### src/rtl/core/pcab_pkg.sv
// Package for the polygon convexity, area and bounds block.
// Holds the coordinate, count and area widths and the payload and stage structs.
// No dependencies.
package pcab_pkg;

	localparam int COORD_W      = 16;
	localparam int MAX_VERTICES = 1024;
	localparam int COUNT_W      = $clog2(MAX_VERTICES + 1);
	localparam int AREA_W       = 44;
	localparam int DIFF_W       = COORD_W + 1;
	localparam int PROD_W       = 2 * DIFF_W;

	typedef logic signed [COORD_W-1:0] coord_t;
	typedef logic signed [DIFF_W-1:0]  diff_t;
	typedef logic signed [PROD_W-1:0]  prod_t;
	typedef logic signed [AREA_W-1:0]  area_t;
	typedef logic        [COUNT_W-1:0] count_t;

	localparam count_t MAX_COUNT = count_t'(MAX_VERTICES);
	localparam count_t MIN_TURNS = count_t'(3);

	typedef struct packed {
		coord_t x;
		coord_t y;
	} pt_t;

	typedef struct packed {
		coord_t x;
		coord_t y;
		logic   last;
	} vertex_t;

	typedef struct packed {
		logic   convex;
		area_t  double_area;
		coord_t min_x;
		coord_t min_y;
		coord_t max_x;
		coord_t max_y;
		count_t vertex_count;
	} result_t;

	typedef struct packed {
		coord_t min_x;
		coord_t min_y;
		coord_t max_x;
		coord_t max_y;
	} bbox_t;

	// Points for every turn and edge that one vertex closes.
	typedef struct packed {
		logic   last;
		logic   ta_en;
		logic   ea_en;
		logic   close_en;
		pt_t    v;
		pt_t    p;
		pt_t    o;
		pt_t    f;
		pt_t    s;
		bbox_t  box;
		count_t cnt;
	} s1_t;

	typedef struct packed {
		logic   last;
		logic   ta_en;
		logic   ea_en;
		logic   close_en;
		prod_t  ta_m1;
		prod_t  ta_m2;
		prod_t  tb_m1;
		prod_t  tb_m2;
		prod_t  tc_m1;
		prod_t  tc_m2;
		prod_t  ea;
		prod_t  eb;
		bbox_t  box;
		count_t cnt;
	} s2_t;

endpackage

### src/rtl/core/pcab_acc.sv
// Accumulator: turn-sign flags, saturating area sum and the result register.
// Only a closing vertex waits for the result register. Depends on pcab_pkg.
module pcab_acc import pcab_pkg::*; (
	input  logic    clk,
	input  logic    arst_n,
	input  logic    s2_valid,
	output logic    s2_ready,
	input  s2_t     s2,
	output logic    result_valid,
	input  logic    result_ready,
	output result_t result
);

	localparam int SUM_W = ((AREA_W > PROD_W) ? AREA_W : PROD_W) + 1;
	typedef logic signed [SUM_W-1:0] sum_t;
	localparam sum_t SUM_MAX = sum_t'({1'b0, {(AREA_W-1){1'b1}}});
	localparam sum_t SUM_MIN = -SUM_MAX - sum_t'(1);

	area_t   area_q;
	logic    neg_q, pos_q;
	logic    res_valid_q;
	result_t res_q;

	logic    neg1, pos1, neg2, pos2;
	area_t   area1, area2;
	result_t res_d;
	logic    take;

	function automatic area_t sat_add(area_t acc, prod_t e);
		sum_t s;
		s = sum_t'(acc) + sum_t'(e);
		if (s > SUM_MAX) begin
			s = SUM_MAX;
		end else if (s < SUM_MIN) begin
			s = SUM_MIN;
		end
		return s[AREA_W-1:0];
	endfunction

	assign s2_ready     = !s2.last || !res_valid_q || result_ready;
	assign take         = s2_valid && s2_ready;
	assign result_valid = res_valid_q;
	assign result       = res_q;

	// The sign of a cross product m1 - m2 follows from comparing m1 with m2.
	always_comb begin
		neg1  = neg_q || (s2.ta_en && ($signed(s2.ta_m1) < $signed(s2.ta_m2)));
		pos1  = pos_q || (s2.ta_en && ($signed(s2.ta_m1) > $signed(s2.ta_m2)));
		area1 = s2.ea_en ? sat_add(area_q, s2.ea) : area_q;
		neg2  = neg1 || (s2.close_en && (($signed(s2.tb_m1) < $signed(s2.tb_m2)) ||
		                                 ($signed(s2.tc_m1) < $signed(s2.tc_m2))));
		pos2  = pos1 || (s2.close_en && (($signed(s2.tb_m1) > $signed(s2.tb_m2)) ||
		                                 ($signed(s2.tc_m1) > $signed(s2.tc_m2))));
		area2 = sat_add(area1, s2.eb);
		res_d.convex       = !s2.close_en || !(neg2 && pos2);
		res_d.double_area  = area2;
		res_d.min_x        = s2.box.min_x;
		res_d.min_y        = s2.box.min_y;
		res_d.max_x        = s2.box.max_x;
		res_d.max_y        = s2.box.max_y;
		res_d.vertex_count = s2.cnt;
	end

	always_ff @(posedge clk or negedge arst_n) begin
		if (!arst_n) begin
			area_q      <= '0;
			neg_q       <= 1'b0;
			pos_q       <= 1'b0;
			res_valid_q <= 1'b0;
		end else begin
			if (take) begin
				if (s2.last) begin
					area_q <= '0;
					neg_q  <= 1'b0;
					pos_q  <= 1'b0;
				end else begin
					area_q <= area1;
					neg_q  <= neg1;
					pos_q  <= pos1;
				end
			end
			if (take && s2.last) begin
				res_valid_q <= 1'b1;
			end else if (result_ready) begin
				res_valid_q <= 1'b0;
			end
		end
	end

	always_ff @(posedge clk) begin
		if (take && s2.last) begin
			res_q <= res_d;
		end
	end

endmodule

### config.mk
export PLATFORM = sky130hd
export DESIGN_NAME = pcab_acc
export DESIGN_NICKNAME = d
export VERILOG_FILES = /design/src/rtl/core/pcab_pkg.sv /design/src/rtl/core/pcab_acc.sv
export SDC_FILE = /design/constraint.sdc
export NUM_CORES = 1
export LEC_CHECK = 0
export BUFFER_PORTS_ARGS = -buffer_cell sky130_fd_sc_hd__clkbuf_2
export CAP_MARGIN = 40
export CORE_MARGIN = 1
export CORE_UTILIZATION = 35
export DETAILED_ROUTE_END_ITERATION = 16
export GPL_ROUTABILITY_DRIVEN = 0
export HOLD_SLACK_MARGIN = 0.08
export PLACE_DENSITY = 0.69
export SLEW_MARGIN = 15
export SYNTH_ARGS = -nofsm -noshare
export SYNTH_HDL_FRONTEND = slang
export SYNTH_SLANG_ARGS = --single-unit
### constraint.sdc
create_clock -name clk -period 15.3 [get_ports clk]
set_clock_uncertainty 0.15 [all_clocks]
set_input_delay 3.06 -clock clk [delete_from_list [all_inputs] [get_ports clk]]
set_output_delay 3.06 -clock clk [all_outputs]
set_load 0.02 [all_outputs]
==> results.sh <==
export IMPL_outcome="finished clean"
export IMPL_stdcell_area_um2=17500
export IMPL_fin_crit_ns=9.68
export IMPL_p_leak_nw=8.89
export IMPL_drive_above_1_share=0.278
export IMPL_synthToLayoutAreaGrowth_pct=24.8
export IMPL_num_vias=13477
export IMPL_drc_errors=0
export IMPL_finalSetupViolCount=0
export IMPL_hold_viol=0
export IMPL_fin_total_pwr_mw=3.39
export IMPL_grt_pass1_wl_mm=72.5
export IMPL_synthFlopType="edfxtp_1"
export IMPL_synthArstFlopShare=0.281
export IMPL_cts_buffer_depth=2
export IMPL_arrival_ns=9.81
export IMPL_drt_iter0_drc=909
export IMPL_num_fill_cells=3846
export IMPL_grt_antenna_before_repair=7
export IMPL_wl_per_cell_um=18.6
export IMPL_slowest_stage="nor2_4"
export IMPL_crit_fanout=39
export IMPL_gr_total_overflow=0
export IMPL_slew_headroom=0.485
export IMPL_initial_utilization=0.355
export IMPL_synthCells=1556
export IMPL_synth_edff_count=120
export IMPL_grt_max_degree=66
export IMPL_seq_area_frac_synth=0.340
export IMPL_ctsResizeCount=0
export IMPL_routed_via_density=5.28
export IMPL_cts_sinks=167
export IMPL_core_area_um2=39600
export IMPL_critical_path_max_stage_delay_ns=0.50
export IMPL_syn_cell_area_um2=14100
export IMPL_whs_ns=0.374
export IMPL_cts_buffers=17
export IMPL_rows=73
export IMPL_multi_input_area_um2=8350
export IMPL_die_area_um2=41000
export IMPL_io_pins=477
export IMPL_synth_net_count=2108
export IMPL_hold_path_class="register to register"
export IMPL_cts_tree="yes"
export IMPL_postSynthAreaPerCell_um2=9.04
export IMPL_ys_warn_count=0
export IMPL_grt_pass1_vias=13285
export IMPL_end_kind="register"
export IMPL_ys_types=86
export IMPL_max_vdd_ir_drop_v=0.0000976
export IMPL_critPathKind="input pin to register"
export IMPL_powerDensity_nw_per_um2=193
export IMPL_die_y_um=202
export IMPL_fin_crit_sh=0.633
export IMPL_synth_seq_cells=167
export IMPL_root_buffer="clkbuf_16"
export IMPL_h_tree_depth=4
export IMPL_crit_path_start_kind="input pin"
export IMPL_max_freq_mhz=103
export IMPL_post_dp_cell_area_um2=16900
export IMPL_rsz0062_at_grt="false"
export IMPL_grt_use_total=0.229
export IMPL_seq_area_um2=4780
export IMPL_post_cts_buffers=0
export IMPL_chipWidth_um=202
export IMPL_ant_nets=0
export IMPL_setup_tns_ns=0
export IMPL_slew_viol_final=0
export IMPL_drv_cap=0
export IMPL_worstMarginPinSlew_ns=0.773
export IMPL_cts_hold_buffers=0
export IMPL_critPathRequiredTime_ns=15.42
export IMPL_clkTransAtPathRegs_ns=0.08
export IMPL_nNetsFinal=2562
export IMPL_final_common_cell="clkbuf_2"
export IMPL_clk_latency_ns=0.44
export IMPL_io_buffers=476
export IMPL_dr_pass1_iters=5
export IMPL_dp_hpwl_mm=40.3
export IMPL_wl_mm=47.5
export IMPL_final_cell_mix="clkbuf_2 (476), ha_1 (195), inv_1 (179), a21oi_1 (141), nand2_1 (122)"
[cells by family (layout without fill, tap and decap cells)]
group                    Yosys count  after routing  synth area share
other                              0              5                 0
flip-flops                       167            167             0.340
AO/OA/AOI/OAI                    513            513             0.238
multiplexers                       4              4           0.00329
AND/OR/NAND/NOR                  363            363             0.124
XOR/XNOR                          78             78            0.0486
buffers and inverters            230            697            0.0665
adder cells (fa/ha/maj)          201            201             0.179
[sequential cells by signal (all words and copies together) (netlist names)]
| name | count |
|---|---|
| area_q | 44 |
| neg_q | 1 |
| result_valid | 1 |
| pos_q | 1 |
| result | 120 |
[where the power goes]
part	switching [mW]	total [mW]	internal (mW)
Clock	0.212	0.431	0.218
Combinational	1.37	2.22	0.851
Sequential	0.0830	0.743	0.660
Total	1.66	3.39	1.73
[per-stage QoR]
step            util  worst slack [ns]  instances
2_1_floorplan      -              6.70       1556
3_3_place_gp   0.426              5.35       2513
3_5_place_dp   0.427              5.25       2515
4_1_cts        0.442              5.66       2547
5_1_grt        0.443              5.19       2553
6_report       0.443              5.62       2553
[path summary, 6_finish.rpt]
kind	startpoint	end	slack [ns]	cells past startpoint
setup / recovery	s2[109]	result[96]	5.62	28
max in group asynchronous	arst_n	area_q[4]	11.96	2
hold / removal	area_q[3]	area_q[3]	0.37	2
setup reg to reg	area_q[0]	result[96]	7.98	27
hold reg to reg	area_q[3]	area_q[3]	0.37	2
min in group asynchronous	arst_n	result_valid	2.57	2
[worst max-delay path, delay by kind of cell]
kind / cells / cell delay [ns]
AOI/OAI and AO/OA: 14 / 3.31
adders and majority gates: 4 / 1.22
buffers and inverters: 4 / 0.62
and+or+nand+nor: 6 / 1.56
[routing by layer]
layer,up-vias,global-route usage,part of all wire
met5,-,0,0.00065
met4,4,0.131,0.052
met2,625,0.393,0.48
met1,6187,0.266,0.40
li1,6565,-,-
met3,96,0.0450,0.069
[synthesized netlist by cell type, drive strengths merged (5+ instances only)]
cell	count	share of area
a21o	89	0.048
a21oi	155	0.059
ha	195	0.17
o22ai	43	0.019
nor2	95	0.026
nand3	15	0.0057
clkbuf	26	0.0069
dfrtp	47	0.084
nand4	39	0.017
nand2b	10	0.0044
nor2b	14	0.0062
buf	24	0.011
a211o	5	0.0031
o21ai	118	0.043
xor2	29	0.018
nand3b	5	0.0036
o31ai	8	0.0060
nand2	123	0.033
a2111oi	5	0.0049
nor3	16	0.0057
or3	6	0.0027
a211oi	14	0.0078
o21a	7	0.0037
a31oi	16	0.0071
xnor2	49	0.031
edfxtp	120	0.26
and2	11	0.0051
and3	11	0.0049
inv	180	0.048
o21bai	12	0.0064
[cell type report]
type | instances | share of cell area
multi-input combinational | 1159 | 0.476
sequential | 167 | 0.272
inverter | 180 | 0.0386
tap | 525 | 0.0374
timing repair buffer | 485 | 0.141
antenna | 5 | 0.000713
clock inverter | 15 | 0.00913
clock buffer | 17 | 0.0242
Note: power is estimated with default switching activity, not from simulation.
