**config.mk**
```make
export PLATFORM = sky130hd
export DESIGN_NAME = pcab_front
export DESIGN_NICKNAME = d
export VERILOG_FILES = /design/src/rtl/core/pcab_pkg.sv /design/src/rtl/core/pcab_front.sv
export SDC_FILE = /design/constraint.sdc
export NUM_CORES = 1
export LEC_CHECK = 0
export ABC_AREA = 1
export BUFFER_PORTS_ARGS = -buffer_cell sky130_fd_sc_hd__buf_4
export CELL_PAD_IN_SITES_DETAIL_PLACEMENT = 1
export CELL_PAD_IN_SITES_GLOBAL_PLACEMENT = 1
export CORE_MARGIN = 5
export CORE_UTILIZATION = 47
export CTS_BUF_LIST = sky130_fd_sc_hd__clkbuf_4
export DETAILED_ROUTE_END_ITERATION = 8
export PLACE_DENSITY_LB_ADDON = 0.1
export SYNTH_ARGS = -nofsm -noshare
export SYNTH_HDL_FRONTEND = slang
export SYNTH_SLANG_ARGS = --single-unit
```
**constraint.sdc**
```tcl
create_clock -name clk -period 10.9 [get_ports clk]
set_clock_uncertainty 0.1 [all_clocks]
set_input_delay 1.09 -clock clk [delete_from_list [all_inputs] [get_ports clk]]
set_output_delay 1.09 -clock clk [all_outputs]
set_load 0.02 [all_outputs]
```
**src/rtl/core/pcab_pkg.sv**
```systemverilog
// Package for the polygon convexity, area and bounds block.
// Holds the coordinate, count and area widths and the payload and stage structs.
// No dependencies.
package pcab_pkg;

	localparam int COORD_W      = 16;
	localparam int MAX_VERTICES = 1024;
	localparam int COUNT_W      = $clog2(MAX_VERTICES + 1);
	localparam int AREA_W       = 44;
	localparam int DIFF_W       = COORD_W + 1;
	localparam int PROD_W       = 2 * DIFF_W;

	typedef logic signed [COORD_W-1:0] coord_t;
	typedef logic signed [DIFF_W-1:0]  diff_t;
	typedef logic signed [PROD_W-1:0]  prod_t;
	typedef logic signed [AREA_W-1:0]  area_t;
	typedef logic        [COUNT_W-1:0] count_t;

	localparam count_t MAX_COUNT = count_t'(MAX_VERTICES);
	localparam count_t MIN_TURNS = count_t'(3);

	typedef struct packed {
		coord_t x;
		coord_t y;
	} pt_t;

	typedef struct packed {
		coord_t x;
		coord_t y;
		logic   last;
	} vertex_t;

	typedef struct packed {
		logic   convex;
		area_t  double_area;
		coord_t min_x;
		coord_t min_y;
		coord_t max_x;
		coord_t max_y;
		count_t vertex_count;
	} result_t;

	typedef struct packed {
		coord_t min_x;
		coord_t min_y;
		coord_t max_x;
		coord_t max_y;
	} bbox_t;

	// Points for every turn and edge that one vertex closes.
	typedef struct packed {
		logic   last;
		logic   ta_en;
		logic   ea_en;
		logic   close_en;
		pt_t    v;
		pt_t    p;
		pt_t    o;
		pt_t    f;
		pt_t    s;
		bbox_t  box;
		count_t cnt;
	} s1_t;

	typedef struct packed {
		logic   last;
		logic   ta_en;
		logic   ea_en;
		logic   close_en;
		prod_t  ta_m1;
		prod_t  ta_m2;
		prod_t  tb_m1;
		prod_t  tb_m2;
		prod_t  tc_m1;
		prod_t  tc_m2;
		prod_t  ea;
		prod_t  eb;
		bbox_t  box;
		count_t cnt;
	} s2_t;

endpackage

```
**src/rtl/core/pcab_front.sv**
```systemverilog
// Vertex tracker: first, second, older and prior vertices, count and bounds.
// Forms the operand points for the multiply stage. Depends on pcab_pkg.
module pcab_front import pcab_pkg::*; (
	input  logic    clk,
	input  logic    arst_n,
	input  logic    vertex_valid,
	output logic    vertex_ready,
	input  vertex_t vertex,
	output logic    s1_valid,
	input  logic    s1_ready,
	output s1_t     s1
);

	pt_t    first_q, second_q, older_q, prior_q;
	count_t count_q;
	bbox_t  box_q;
	logic   s1_valid_q;
	s1_t    s1_q;

	pt_t    v;
	logic   cnt0, cnt1;
	count_t cnt_new;
	bbox_t  box_new;
	s1_t    s1_d;
	logic   take;

	assign vertex_ready = !s1_valid_q || s1_ready;
	assign take         = vertex_valid && vertex_ready;
	assign s1_valid     = s1_valid_q;
	assign s1           = s1_q;

	always_comb begin
		v.x     = vertex.x;
		v.y     = vertex.y;
		cnt0    = (count_q == '0);
		cnt1    = (count_q == count_t'(1));
		cnt_new = (count_q < MAX_COUNT) ? count_q + count_t'(1) : count_q;
		if (cnt0) begin
			box_new = '{min_x: v.x, min_y: v.y, max_x: v.x, max_y: v.y};
		end else begin
			box_new.min_x = ($signed(v.x) < $signed(box_q.min_x)) ? v.x : box_q.min_x;
			box_new.min_y = ($signed(v.y) < $signed(box_q.min_y)) ? v.y : box_q.min_y;
			box_new.max_x = ($signed(v.x) > $signed(box_q.max_x)) ? v.x : box_q.max_x;
			box_new.max_y = ($signed(v.y) > $signed(box_q.max_y)) ? v.y : box_q.max_y;
		end
		s1_d.last     = vertex.last;
		s1_d.ta_en    = !cnt0 && !cnt1;
		s1_d.ea_en    = !cnt0;
		s1_d.close_en = vertex.last && (cnt_new >= MIN_TURNS);
		s1_d.v        = v;
		s1_d.p        = prior_q;
		s1_d.o        = older_q;
		s1_d.f        = cnt0 ? v : first_q;
		s1_d.s        = second_q;
		s1_d.box      = box_new;
		s1_d.cnt      = cnt_new;
	end

	always_ff @(posedge clk or negedge arst_n) begin
		if (!arst_n) begin
			first_q    <= '0;
			second_q   <= '0;
			older_q    <= '0;
			prior_q    <= '0;
			count_q    <= '0;
			box_q      <= '0;
			s1_valid_q <= 1'b0;
		end else begin
			if (take) begin
				s1_valid_q <= 1'b1;
				if (vertex.last) begin
					first_q  <= '0;
					second_q <= '0;
					older_q  <= '0;
					prior_q  <= '0;
					count_q  <= '0;
					box_q    <= '0;
				end else begin
					if (cnt0) begin
						first_q <= v;
					end
					if (cnt1) begin
						second_q <= v;
					end
					older_q <= prior_q;
					prior_q <= v;
					count_q <= cnt_new;
					box_q   <= box_new;
				end
			end else if (s1_ready) begin
				s1_valid_q <= 1'b0;
			end
		end
	end

	always_ff @(posedge clk) begin
		if (take) begin
			s1_q <= s1_d;
		end
	end

endmodule

```
==> impl_metrics.toml <==
[power_and_ir_drop]
fin_total_pwr_uw = 5178
power_density_nw_per_um2 = 228.0
power.leakage_uw = 0.01055
p_int_uw = 3377
peakVddDrop_uv = 102.6
pwr-share-comb_pct = 28.2
p_sw_uw = 1801
switching_share_pct = 34.78
pwr-share-clk_pct = 28.0
sequentialPowerShare_pct = 43.8

[worst_setup_path]
start_kind = "flop"
cpLargestDelayFamily = "simple AND/OR/NAND/NOR gates"
crit_arrival_ns = 3.79
crit_path_cell_trace = "inv_1 -> ha_1 -> nand2_1 -> nor2_2 -> nand2_4 -> buf_4 -> nand3_4 -> nand2_1 -> and2_1"
crit_slowest_cell = "buf_4"
critPathKind = "flop to flop"
end_kind = "flop"
worst-path-max-fanout = 71
worst_path_most_repeated_cell = "nand2_1"
crit_path_max_incr_delay_ns = 0.73
worstPathRequired_ns = 11.45
crit_buf_inv = 2

[clocking]
cts_hold_buf = 0
clock_latency_ns = 0.81
cts-root-buf = "clkbuf_4"
post_cts_buffers = 0
clk_pin_slew_ns = 0.07
cts_resized = 0
h-tree-depth = 3
numCtsBuffers = 113
cts_tree = "yes"
cts_sinks = 443
cts.path.max_buffers = 3

[yosys]
synth_top_flop_cell = "edfxtp_1"
syn-cell-area_um2 = 18730
synth_warnings = 0
synth_edf_count = 239
yosysTopAreaCellShare_pct = 38.31
syn-num-nets = 1778
synth-async-reset-ratio_pct = 46.05
synthTopCellsByArea = "edfxtp_1 (38%), dfrtp_1 (27%), nand2_1 (6.5%)"
postSynthAreaPerCell_um2 = 11.18
ys_ff_latch = 443
synth.distinct_cells = 38
yosysSeqAreaShare_pct = 65.57
synth_top_cell_by_area = "edfxtp_1"
netlist_instances = 1676

[routing]
first_pass_iters = 4
wl_per_cell_um = 19.56
drc = 0
avgViaCountPerCell = 5.195
vias = 13670
wl_um = 51470
ant_nets = 0
drtIter0Drc = 759

[global_routing]
grt_pass1_vias = 14770
grt_max_degree = 113
gr-total-overflow = 0
antenna_found_initial = 2
grt_util_all_layers_pct = 23.28
grt_pass1_wl_um = 81230

[worst_hold_path]
hp-class = "input port to asynchronous set/reset pin"

[place]
post-place-ws_ns = 7.141
port_buffers = 277
place_congestion = 0.7858
hpwl_um = 34660

[timing]
max_freq_mhz = 308.7
worst_pin_slew_ns = 1.110
final_max_slew_viol_count = 0
rsz0062_at_grt = "false"
hold_viol = 0
hold_slack_ns = 0.1268
setup_viol = 0
setup_tns_ns = 0
worst_slack_ns = 7.660
relSlewSlack_pct = 26.03
post-route-period-util_pct = 29.72
finalCriticalPeriod_ns = 3.240

[die]
fp.dieH_um = 209.6
fp.coreArea_um2 = 39550
start_util_pct = 47.36
fp.dieW_um = 209.6
floorplan.die_area_um2 = 43950
ios = 278
rows = 73

[finish]
seq_area_um2 = 12280
multi_input_area_um2 = 5280
drive_gt1_share_pct = 25.94
postLayoutCoreUtil_pct = 57.41
nets = 2107
fillCellCount = 4305
area.growth.synth_to_final_pct = 21.21

[run]
cap_violations = 0

[outcome]
status = "finished clean"
## cells in the mapped netlist (10+ instances only)
master	instances
o31ai_1	22
inv_1	208
nand2_1	324
nor2_1	50
buf_2	23
nand2_2	27
nand3_1	105
buf_1	11
ha_1	65
o21ai_1	55
clkbuf_1	27
and2_1	64
dfrtp_1	204
o31ai_2	10
o21ai_0	54
edfxtp_1	239
o22ai_1	38
nand4_1	37
a21oi_1	57
## metrics by stage
step	instances	instance area [µm²]
floorplan	1676	18730
global placement	2415	21200
detailed placement	2415	21200
CTS	2630	22700
global route	2631	22710
finish	2631	22710
## registers in the layout (all words and copies together) (netlist names)
register  count
s1          239
s1_d         32
prior_q      32
box_q        64
older_q      32
s1_valid      1
first_q      32
count_q      11
## layer usage
metal / up-vias / wire length, µm / part of all wire, % / GRT usage (%)
met3: 73 / 3058 / 5.9 / 5.202
met2: 389 / 23750 / 46 / 36.21
met4: 2 / 1269 / 2.5 / 7.898
li1: 6385 / - / - / -
met1: 6818 / 23370 / 45 / 32.72
met5: - / 13 / 0.025 / 0
## path summary, 6_finish.rpt
| check | start | end | slack (ns) | cells past startpoint |
|---|---|---|---|---|
| worst max-delay path | count_q[0]$_DFFE_PN0P_ | s1[59]$_DFFE_PP_ | 7.66 | 9 |
| min in group clk | s1_d[86]$_DFFE_PN0P_ | s1[86]$_DFFE_PP_ | 0.33 | 0 |
| worst min register to register | s1_d[86]$_DFFE_PN0P_ | s1[86]$_DFFE_PP_ | 0.33 | 0 |
| max in group asynchronous | arst_n | prior_q[4]$_DFFE_PN0P_ | 9.09 | 2 |
| worst min-delay path | arst_n | box_q[7]$_DFFE_PN0P_ | 0.13 | 1 |
| worst max register to register | count_q[0]$_DFFE_PN0P_ | s1[59]$_DFFE_PP_ | 7.66 | 9 |
## cell usage in the layout (no fill, tap or decap), drive strengths merged
cell | netlist | final
edfxtp | 239 | 239
clkinv | 1 | 27
and2 | 64 | 64
inv | 214 | 218
a21oi | 59 | 59
xor2 | 7 | 7
nor2 | 54 | 54
o21bai | 2 | 2
diode | 0 | 1
o22ai | 38 | 38
o31ai | 32 | 32
ha | 65 | 65
clkbuf | 28 | 183
nand3 | 110 | 110
a21o | 1 | 1
dfrtp | 204 | 204
o21a | 2 | 2
nor3 | 7 | 7
nand4 | 38 | 38
clkinvlp | 0 | 2
buf | 45 | 287
o21ai | 109 | 109
nand2 | 357 | 357
## kinds of logic (layout without fill, tap and decap cells)
| kind of cell | Yosys count | count (layout) | share of synthesized area [%] |
|---|---|---|---|
| other cells | 0 | 1 | 0 |
| fa+ha+maj | 65 | 65 | 4.342 |
| compound gates | 243 | 243 | 7.548 |
| flops | 443 | 443 | 65.57 |
| buf+inv | 288 | 717 | 6.326 |
| simple gates | 630 | 630 | 15.89 |
| xor+xnor | 7 | 7 | 0.3273 |
## power groups by stage
| stage | Clock (µW) | Sequential, µW | Combinational, µW |
|---|---|---|---|
| 4_1_cts | 1500 | 2270 | 1480 |
| 6_report | 1450 | 2270 | 1460 |
| 2_1_floorplan | 0 | 2430 | 841 |
| 5_1_grt | 1600 | 2300 | 1630 |
| 3_3_place_gp | 0 | 2290 | 1420 |
| 3_5_place_dp | 0 | 2300 | 1470 |
## worst register-to-register path, stage by stage, from the launching register on
cell	delay (ns)
dfrtp_1	0.40
inv_1	0.10
ha_1	0.20
nand2_1	0.08
nor2_2	0.06
nand2_4	0.62
buf_4	0.75
nand3_4	0.40
nand2_1	0.18
and2_1	0.20
## layout make-up
| class | instances | area share [%] |
|---|---|---|
| clock inverters | 32 | 0.5786 |
| well taps | 525 | 2.893 |
| multi-input cells | 945 | 23.25 |
| inverters | 215 | 3.598 |
| flip-flops and latches | 443 | 54.09 |
| diodes | 1 | 0.01102 |
| clock buffers | 183 | 6.051 |
| repair buffers | 287 | 9.522 |
Power figures use the tool's default switching activity.
